**config.mk**
```make
export PLATFORM = sky130hd
export DESIGN_NAME = vtdi_ctrl
export DESIGN_NICKNAME = d
export VERILOG_FILES = /design/src/rtl/core/vtdi_pkg.sv /design/src/rtl/core/vtdi_ctrl.sv
export VERILOG_INCLUDE_DIRS = /design/src /design/src/rtl/core
export SDC_FILE = /design/constraint.sdc
export NUM_CORES = 1
export LEC_CHECK = 0
export BUFFER_PORTS_ARGS = -buffer_cell sky130_fd_sc_hd__buf_2
export CAP_MARGIN = 20
export CORE_ASPECT_RATIO = 1.75
export CORE_MARGIN = 1
export CORE_UTILIZATION = 47
export DETAILED_ROUTE_END_ITERATION = 6
export PLACE_DENSITY = 0.81
export REMOVE_ABC_BUFFERS = 1
export SLEW_MARGIN = 5
export SYNTH_ARGS = -nofsm -noshare
export SYNTH_HDL_FRONTEND = slang
export SYNTH_SLANG_ARGS = --single-unit
```
**constraint.sdc**
```tcl
create_clock -name clk_i -period 3.38 [get_ports clk_i]
set_clock_uncertainty 0.2 [all_clocks]
set_input_delay 0.507 -clock clk_i [delete_from_list [all_inputs] [get_ports clk_i]]
set_output_delay 0.507 -clock clk_i [all_outputs]
set_load 0.02 [all_outputs]
```
**src/rtl/core/assert_macros.svh**
```systemverilog
// ----------------------------------------------------------------------------
// assert_macros.svh
// Concurrent assertion helpers used by the RTL module vtdi_ctrl.
// ----------------------------------------------------------------------------
`ifndef ASSERT_MACROS_SVH
`define ASSERT_MACROS_SVH

// Check a property on every rising edge while reset is released.
`define ASSERT_CLK(label, clk, rst_n, prop, msg) \
  label: assert property (@(posedge clk) disable iff (!rst_n) (prop)) else $error(msg);

// Check that an antecedent leads to a consequent in the next cycle.
`define ASSERT_NEXT(label, clk, rst_n, ante, cons, msg) \
  label: assert property (@(posedge clk) disable iff (!rst_n) (ante) |=> (cons)) \
    else $error(msg);

`endif

```
**src/rtl/core/vtdi_pkg.sv**
```systemverilog
// ----------------------------------------------------------------------------
// vtdi_pkg
// Shared types and field widths of the vertex triple dedup indexer.
// ----------------------------------------------------------------------------
package vtdi_pkg;

  // Field widths of the channels
  localparam int unsigned IDX_IN_W = 24;
  localparam int unsigned UIDX_W   = 10;
  localparam int unsigned UCNT_W   = 11;

  // One face corner
  typedef struct packed {
    logic [IDX_IN_W-1:0] vertex_index;
    logic [IDX_IN_W-1:0] normal_index;
    logic [IDX_IN_W-1:0] texcoord_index;
    logic                last_in_mesh;
  } in_item_t;

  // One lookup result
  typedef struct packed {
    logic [UIDX_W-1:0] unique_index;
    logic              is_new;
    logic              overflow;
    logic [UCNT_W-1:0] unique_count;
  } result_t;

  // Lookup sequencer states
  typedef enum logic [2:0] {
    ST_IDLE   = 3'b001,
    ST_SCAN   = 3'b010,
    ST_DECIDE = 3'b100
  } state_e;

endpackage

```
**src/rtl/core/vtdi_ctrl.sv**
```systemverilog
// ----------------------------------------------------------------------------
// vtdi_ctrl
// Lookup sequencer: scans the triple table one entry per cycle, then
// appends, reports a hit or flags overflow and updates the entry count.
// ----------------------------------------------------------------------------
`include "assert_macros.svh"

module vtdi_ctrl #(
  parameter int unsigned TABLE_DEPTH = 1024,
  parameter int unsigned INDEX_BITS  = 24,
  localparam int unsigned AddrW = $clog2(TABLE_DEPTH),
  localparam int unsigned KeyW  = (INDEX_BITS < vtdi_pkg::IDX_IN_W) ?
                                  INDEX_BITS : vtdi_pkg::IDX_IN_W,
  localparam int unsigned EntW  = 3 * KeyW
) (
  input  logic                clk_i,
  input  logic                rst_ni,
  // corner transaction
  input  logic                in_valid_i,
  output logic                in_ready_o,
  input  vtdi_pkg::in_item_t  in_item_i,
  // result toward the output register
  output logic                res_valid_o,
  input  logic                res_ready_i,
  output vtdi_pkg::result_t   res_o,
  // table memory
  output logic                mem_we_o,
  output logic [AddrW-1:0]    mem_waddr_o,
  output logic [EntW-1:0]     mem_wdata_o,
  output logic                mem_re_o,
  output logic [AddrW-1:0]    mem_raddr_o,
  input  logic [EntW-1:0]     mem_rdata_i
);

  localparam int unsigned CntW = $clog2(TABLE_DEPTH + 1);

  vtdi_pkg::state_e state_q, state_d;
  logic [CntW-1:0]  cnt_q, cnt_d;
  logic [AddrW-1:0] k_q, k_d;
  logic [AddrW-1:0] hit_q, hit_d;
  logic             found_q, found_d;
  logic [EntW-1:0]  key_q, key_d;
  logic             last_q, last_d;

  logic             accept;
  logic             match;
  logic             scan_end;
  logic             full;
  logic [AddrW-1:0] idx;
  logic             is_new;
  logic             ovf;
  logic [CntW-1:0]  cnt_after;
  logic [31:0]      idx_ext;
  logic [31:0]      cnt_ext;

  assign accept     = in_valid_i && in_ready_o;
  assign in_ready_o = (state_q == vtdi_pkg::ST_IDLE);
  assign match      = (mem_rdata_i == key_q);
  assign scan_end   = ((CntW'(k_q) + CntW'(1)) == cnt_q);
  assign full       = (cnt_q == CntW'(TABLE_DEPTH));

  // Trim each index to the stored key width and pack the key
  assign key_d = accept ? {in_item_i.vertex_index[KeyW-1:0],
                           in_item_i.normal_index[KeyW-1:0],
                           in_item_i.texcoord_index[KeyW-1:0]} : key_q;
  assign last_d = accept ? in_item_i.last_in_mesh : last_q;

  // Resolve hit, append or overflow
  always_comb begin
    idx       = hit_q;
    is_new    = 1'b0;
    ovf       = 1'b0;
    cnt_after = cnt_q;
    if (!found_q) begin
      if (!full) begin
        idx       = cnt_q[AddrW-1:0];
        is_new    = 1'b1;
        cnt_after = cnt_q + CntW'(1);
      end else begin
        idx = '0;
        ovf = 1'b1;
      end
    end
  end

  assign idx_ext = 32'(idx);
  assign cnt_ext = 32'(cnt_after);

  assign res_valid_o         = (state_q == vtdi_pkg::ST_DECIDE);
  assign res_o.unique_index  = idx_ext[vtdi_pkg::UIDX_W-1:0];
  assign res_o.is_new        = is_new;
  assign res_o.overflow      = ovf;
  assign res_o.unique_count  = cnt_ext[vtdi_pkg::UCNT_W-1:0];

  // Append the new triple when the result leaves
  assign mem_we_o    = res_valid_o && res_ready_i && is_new;
  assign mem_waddr_o = cnt_q[AddrW-1:0];
  assign mem_wdata_o = key_q;

  // Sequence the scan
  always_comb begin
    state_d     = state_q;
    cnt_d       = cnt_q;
    k_d         = k_q;
    hit_d       = hit_q;
    found_d     = found_q;
    mem_re_o    = 1'b0;
    mem_raddr_o = '0;
    case (state_q)
      vtdi_pkg::ST_IDLE: begin
        if (accept) begin
          found_d = 1'b0;
          k_d     = '0;
          if (cnt_q == '0) begin
            state_d = vtdi_pkg::ST_DECIDE;
          end else begin
            mem_re_o = 1'b1;
            state_d  = vtdi_pkg::ST_SCAN;
          end
        end
      end
      vtdi_pkg::ST_SCAN: begin
        if (match) begin
          found_d = 1'b1;
          hit_d   = k_q;
          state_d = vtdi_pkg::ST_DECIDE;
        end else if (scan_end) begin
          state_d = vtdi_pkg::ST_DECIDE;
        end else begin
          k_d         = k_q + AddrW'(1);
          mem_re_o    = 1'b1;
          mem_raddr_o = k_q + AddrW'(1);
        end
      end
      vtdi_pkg::ST_DECIDE: begin
        if (res_ready_i) begin
          cnt_d   = last_q ? '0 : cnt_after;
          state_d = vtdi_pkg::ST_IDLE;
        end
      end
      default: begin
        state_d = vtdi_pkg::ST_IDLE;
      end
    endcase
  end

  // Control registers
  always_ff @(posedge clk_i or negedge rst_ni) begin
    if (!rst_ni) begin
      state_q <= vtdi_pkg::ST_IDLE;
      cnt_q   <= '0;
      found_q <= 1'b0;
    end else begin
      state_q <= state_d;
      cnt_q   <= cnt_d;
      found_q <= found_d;
    end
  end

  // Item registers
  always_ff @(posedge clk_i) begin
    k_q    <= k_d;
    hit_q  <= hit_d;
    key_q  <= key_d;
    last_q <= last_d;
  end

  `ASSERT_CLK(a_cnt_in_range, clk_i, rst_ni, cnt_q <= CntW'(TABLE_DEPTH),
              "entry count beyond table depth")
  `ASSERT_CLK(a_scan_below_cnt, clk_i, rst_ni,
              (state_q != vtdi_pkg::ST_SCAN) || (CntW'(k_q) < cnt_q),
              "scan address beyond filled entries")
  `ASSERT_CLK(a_new_xor_ovf, clk_i, rst_ni, !(res_valid_o && is_new && ovf),
              "result both new and overflow")
  `ASSERT_NEXT(a_accept_leaves_idle, clk_i, rst_ni, accept,
               state_q != vtdi_pkg::ST_IDLE, "accepted corner not processed")

endmodule

```
# After elaboration in Yosys (flattened, before gate mapping)
# Cells that the tools add are included.
[word_totals]
inputBits = 149
out_inout_bits = 119
ff_bits = 108
wordCells = 62
[op_classes]
addsub = 3
n_reduce_logical = 10
n_mux = 30
n_eq_ne = 12
[op_table]
columns = ["operator", "count"]
rows = [
  ["10-bit two-way mux", 8],
  ["72-bit == test", 1],
  ["11-bit two-way mux", 3],
  ["10-bit one-hot mux with 2 select lines", 1],
  ["3-bit two-way mux", 5],
  ["10-bit by 1-bit adder with 11-bit output (second input constant)", 1],
  ["11-bit by 1-bit adder with 11-bit output (second input constant)", 1],
  ["11-bit == test", 1],
  ["11-bit == test (second input constant)", 1],
  ["11-bit zero test", 1],
  ["10-bit by 1-bit adder with 10-bit output (second input constant)", 1],
  ["1-bit two-way mux", 10],
  ["3-bit one-hot mux with 3 select lines", 1],
  ["2-bit inequality test (second input constant)", 3],
  ["3-bit AND reduction", 2],
  ["2-bit by 1-bit inequality test with 1-bit output (second input constant)", 2],
  ["1-bit one-hot mux with 2 select lines", 2],
  ["2-bit AND reduction", 2],
  ["4-bit AND reduction", 1],
  ["3-bit by 1-bit == test with 1-bit output (second input constant)", 1],
  ["3-bit by 2-bit == test with 1-bit output (second input constant)", 1],
  ["3-bit == test (second input constant)", 1],
  ["1-bit logical AND", 3],
  ["3-bit inequality test (second input constant)", 1],
  ["2-bit nonzero test", 1],
]

# Longest topological paths before layout
[depth]
word_depth = 5
mapped_depth = 9
ltp_nobuf = 8

# Worst setup path before layout
# OpenSTA, ideal clock, no wires.
[synth_timing]
path_type = "reg-to-reg"
from = "register state_q[0]"
to = "register last_q (enable)"
path_slack_ns = -0.078
t_arrival_ns = 2.830
path_stages_with_launch = 4
setup_time_ns = 0.428
t_required_ns = 2.752
path_cell_list = "dfstp_2 nor3b_1 nand2_1 inv_1"
[synth_between]
elab_chain_len = 2
[synth_rtl]
columns = ["element", "line_no", "rtl"]
rows = [
  ["start, declared", "vtdi_ctrl.sv:37", "vtdi_pkg::state_e state_q, state_d;"],
  ["start signal, assigned", "vtdi_ctrl.sv:150", "state_q <= vtdi_pkg::ST_IDLE;"],
  ["start signal, assigned", "vtdi_ctrl.sv:154", "state_q <= state_d;"],
  ["3-bit by 1-bit == test with 1-bit output", "vtdi_ctrl.sv:57", "assign in_ready_o = (state_q == vtdi_pkg::ST_IDLE);"],
  ["named net in_ready_o", "vtdi_ctrl.sv:20", "output logic in_ready_o,"],
  ["1-bit logical AND", "vtdi_ctrl.sv:56", "assign accept = in_valid_i && in_ready_o;"],
  ["named net accept", "vtdi_ctrl.sv:45", "logic accept;"],
  ["end signal, assigned", "vtdi_ctrl.sv:165", "last_q <= last_d;"],
  ["end, declared", "vtdi_ctrl.sv:43", "logic last_q, last_d;"],
]
# The timed path passes the listed nets, and every way through them passes these cells.
# A chain may end at the register's enable or synchronous reset.

# Final worst setup path
[layout_timing]
from = "register k_q[1]"
to = "output mem_re_o"
[layout_between]
elab_chain_len = 5
[layout_rtl]
columns = ["element", "line_no", "rtl"]
rows = [
  ["start, declared", "vtdi_ctrl.sv:39", "logic [AddrW-1:0] k_q, k_d;"],
  ["start signal, assigned", "vtdi_ctrl.sv:162", "k_q <= k_d;"],
  ["10-bit by 1-bit adder with 11-bit output", "vtdi_ctrl.sv:59", "assign scan_end = ((CntW'(k_q) + CntW'(1)) == cnt_q);"],
  ["11-bit == test", "vtdi_ctrl.sv:59", ""],
  ["1-bit two-way mux", "vtdi_ctrl.sv:127", "end else if (scan_end) begin"],
  ["1-bit two-way mux", "vtdi_ctrl.sv:123", "if (match) begin"],
  ["1-bit one-hot mux with 2 select lines", "vtdi_ctrl.sv:109", "case (state_q)"],
  ["end, declared", "vtdi_ctrl.sv:30", "output logic mem_re_o,"],
]
# Every way passes these cells.

==> flow_metrics.env <==
export IMPL_dieWidth_um=83.9
export IMPL_grt_use_total_pct=24.9
export IMPL_root_buffer="clkbuf_16"
export IMPL_fin_ws_ns=0.0767
export IMPL_path_max_fanout=13
export IMPL_synth_top_flop_cell="edfxtp_1"
export IMPL_antenna_found_initial=0
export IMPL_yosys_warnings=0
export IMPL_synth_area_leader_cell="edfxtp_1"
export IMPL_cp_startpoint="k_q[1]"
export IMPL_firstDrtPassIters=7
export IMPL_fill_cells=920
export IMPL_diodes=0
export IMPL_async_flop_share_pct=13.9
export IMPL_grt_pass1_vias=4648
export IMPL_holdPathStages=1
export IMPL_grt_start_max_net_pins=76
export IMPL_layout_drive_gt1_share_pct=47.6
export IMPL_numCtsBuffers=9
export IMPL_hold_violations=0
export IMPL_drc=18
export IMPL_timing_fmax_ghz=0.303
export IMPL_cts_sinks=108
export IMPL_critPathKind="reg2out"
export IMPL_cp_start_kind="flop"
export IMPL_floorplan_initialDensity_pct=47.9
export IMPL_synth_area_top_cells="edfxtp_1 51%, xnor2_1 12%, dfrtp_1 6.4%"
export IMPL_routabilityCongestion=0.951
export IMPL_insertion_delay_ns=0.34
export IMPL_p_per_area_nw_per_um2=661
export IMPL_place_ws_ns=0.232
export IMPL_hp_class="in2reg"
export IMPL_p_leak_nw=3.08
export IMPL_synth_top_area_share_pct=50.7
export IMPL_totalNegativeSetupSlack_ns=0
export IMPL_maxSlewViolCount=0
export IMPL_crit_arrival_ns=2.60
export IMPL_cts_buffer_depth=2
export IMPL_ys_types=55
export IMPL_synth_seq_cells=108
export IMPL_required_ns=2.67
export IMPL_status="finished with violations"
export IMPL_grt_pass1_wl_um=23300
export IMPL_syn_cell_area_um2=5510
export IMPL_maxCapViolCount=0
export IMPL_vias=4439
export IMPL_fin_crit_sh_pct=97.7
export IMPL_die_area_um2=12200
export IMPL_die_h_um=145
export IMPL_vdd_drop_max_v=0.000408
export IMPL_syn_inst=427
export IMPL_setup_viol=0
export IMPL_vias_per_cell=5.39
export IMPL_yosysSeqAreaShare_pct=57.5
export IMPL_synth_edf_count=93
export IMPL_r2r_start="k_q[1]"
export IMPL_grt_ovfl_total=0
export IMPL_port_buffers=267
export IMPL_synth_most_common_cell="edfxtp_1"
export IMPL_nets=838
export IMPL_worst_setup_path_end_kind="primary output"
export IMPL_period_minus_slack_ns=3.30
export IMPL_worstRegToRegCells=9
export IMPL_path_clk_slew_ns=0.08
export IMPL_coreArea_um2=11500
export IMPL_synthTopCellsByCount="93 x edfxtp_1, 76 x xnor2_1, 24 x nor2_1, 23 x nand2_1, 21 x nand4_1"
export IMPL_syn_avg_cell_area_um2=12.9
export IMPL_wl_per_cell_um=18.2
export IMPL_pin_count=268
export IMPL_cts_max_level=3
export IMPL_drt_antenna_violating_nets=0
export IMPL_cts_tree="yes"
export IMPL_worst_pin_slew_ns=0.645
export IMPL_violations="design-rule violations"
export IMPL_hp_start="in_item_i[44]"
export IMPL_rows=52
export IMPL_area_delta_synth_final_pct=30.9
export IMPL_dp_hpwl_um=12000
export IMPL_max_slew_margin_rel_pct=56.6
export IMPL_dr_first_iter_drc_count=230
export IMPL_drt_wl_total_um=15000
==> stage by stage <==
| stage | instance area (um^2) | hold slack, ns | instances | power, mW | utilization (%) |
|---|---|---|---|---|---|
| floorplan | 5250 | 0.0114 | 393 | 3.11 | - |
| global placement | 6870 | 0.233 | 806 | 3.66 | 59.6 |
| detailed placement | 6870 | 0.236 | 806 | 3.71 | 59.6 |
| CTS | 7180 | 0.120 | 822 | 4.78 | 62.3 |
| global route | 7220 | 0.113 | 824 | 4.98 | 62.7 |
| finish | 7220 | 0.132 | 824 | 4.77 | 62.7 |
==> kinds of logic after synthesis <==
kind of cell,after synthesis,synth area share (%)
compound gates,39,5.13
xor+xnor,98,16.8
fa+ha+maj,4,0.908
buf+inv,39,5.02
flops,108,57.5
mux,8,1.63
simple gates,131,13.0
==> worst paths after layout <==
path / to / slack (ns)
max reg2reg: k_q[2] / 0.67
min in group asynchronous: cnt_q[3] / 0.41
max: mem_re_o / 0.08
min reg2reg: state_q[0] / 0.41
max in group asynchronous: state_q[0] / 2.27
min: mem_wdata_o[43] / 0.13
==> sequential cells by signal (all words and copies together) (netlist names) <==
| signal | cells |
|---|---|
| cnt_q | 11 |
| found_q | 1 |
| hit_q | 10 |
| k_q | 10 |
| last_q | 1 |
| mem_wdata_o | 72 |
| state_q | 3 |
==> layout make-up <==
type                       count  area, um^2  area share [%]
inverter                       5        18.8           0.260
tap                          135         169            2.34
multi-input combinational    280        2090            29.0
sequential                   108        3170            43.9
timing repair buffer         281        1470            20.4
clock inverter                 6        75.1            1.04
clock buffer                   9         225            3.12
==> timing repair <==
action                     CTS  global route
gates cloned                 0             0
pin swaps                    0             1
resized for setup            1             3
setup endpoints to repair    9            10
hold endpoints to repair    14             0
hold buffers                 1             0
setup buffers                0             2
==> routing by layer <==
layer | global-route usage [%] | vias to the layer above | part of all wire, %
met4 | 11.4 | 0 | 4.1
met3 | 5.12 | 47 | 6.7
met2 | 47.5 | 241 | 55
li1 | - | 2047 | -
met5 | 0 | - | 0
met1 | 25.5 | 2104 | 34
==> power breakdown <==
group | internal (mW) | switching [mW]
Sequential | 1.85 | 0.281
Combinational | 0.636 | 0.952
Clock | 0.580 | 0.479
Total | 3.06 | 1.71
==> critical path, stage by stage (launching register included) <==
cell and delay, ns:
edfxtp_1 0.49, ha_4 0.23, xnor3_2 0.38, nand3_2 0.09
a2111oi_4 0.31, nand4bb_1 0.16, o22ai_2 0.16, buf_12 0.17
o22ai_1 0.09, buf_2 0.18
==> placed cells by master, fill, tap and decap left out, types with 3 or more instances in the layout <==
cell and instances:
edfxtp_1 93, nor3b_1 3, nor3_2 3, clkinv_4 3
nor2_1 24, nor4_1 7, ha_1 3, nor2b_1 5
nand4_1 21, nand3_1 12, mux2_2 8, xnor2_1 76
o21ai_0 19, nand2_1 23, inv_1 4, clkbuf_16 9
nor3_1 11, o31ai_1 3, buf_4 11, buf_2 267
xor2_1 18, dfrtp_1 14, and3_1 6
Note: power is estimated with default switching activity, not from simulation.
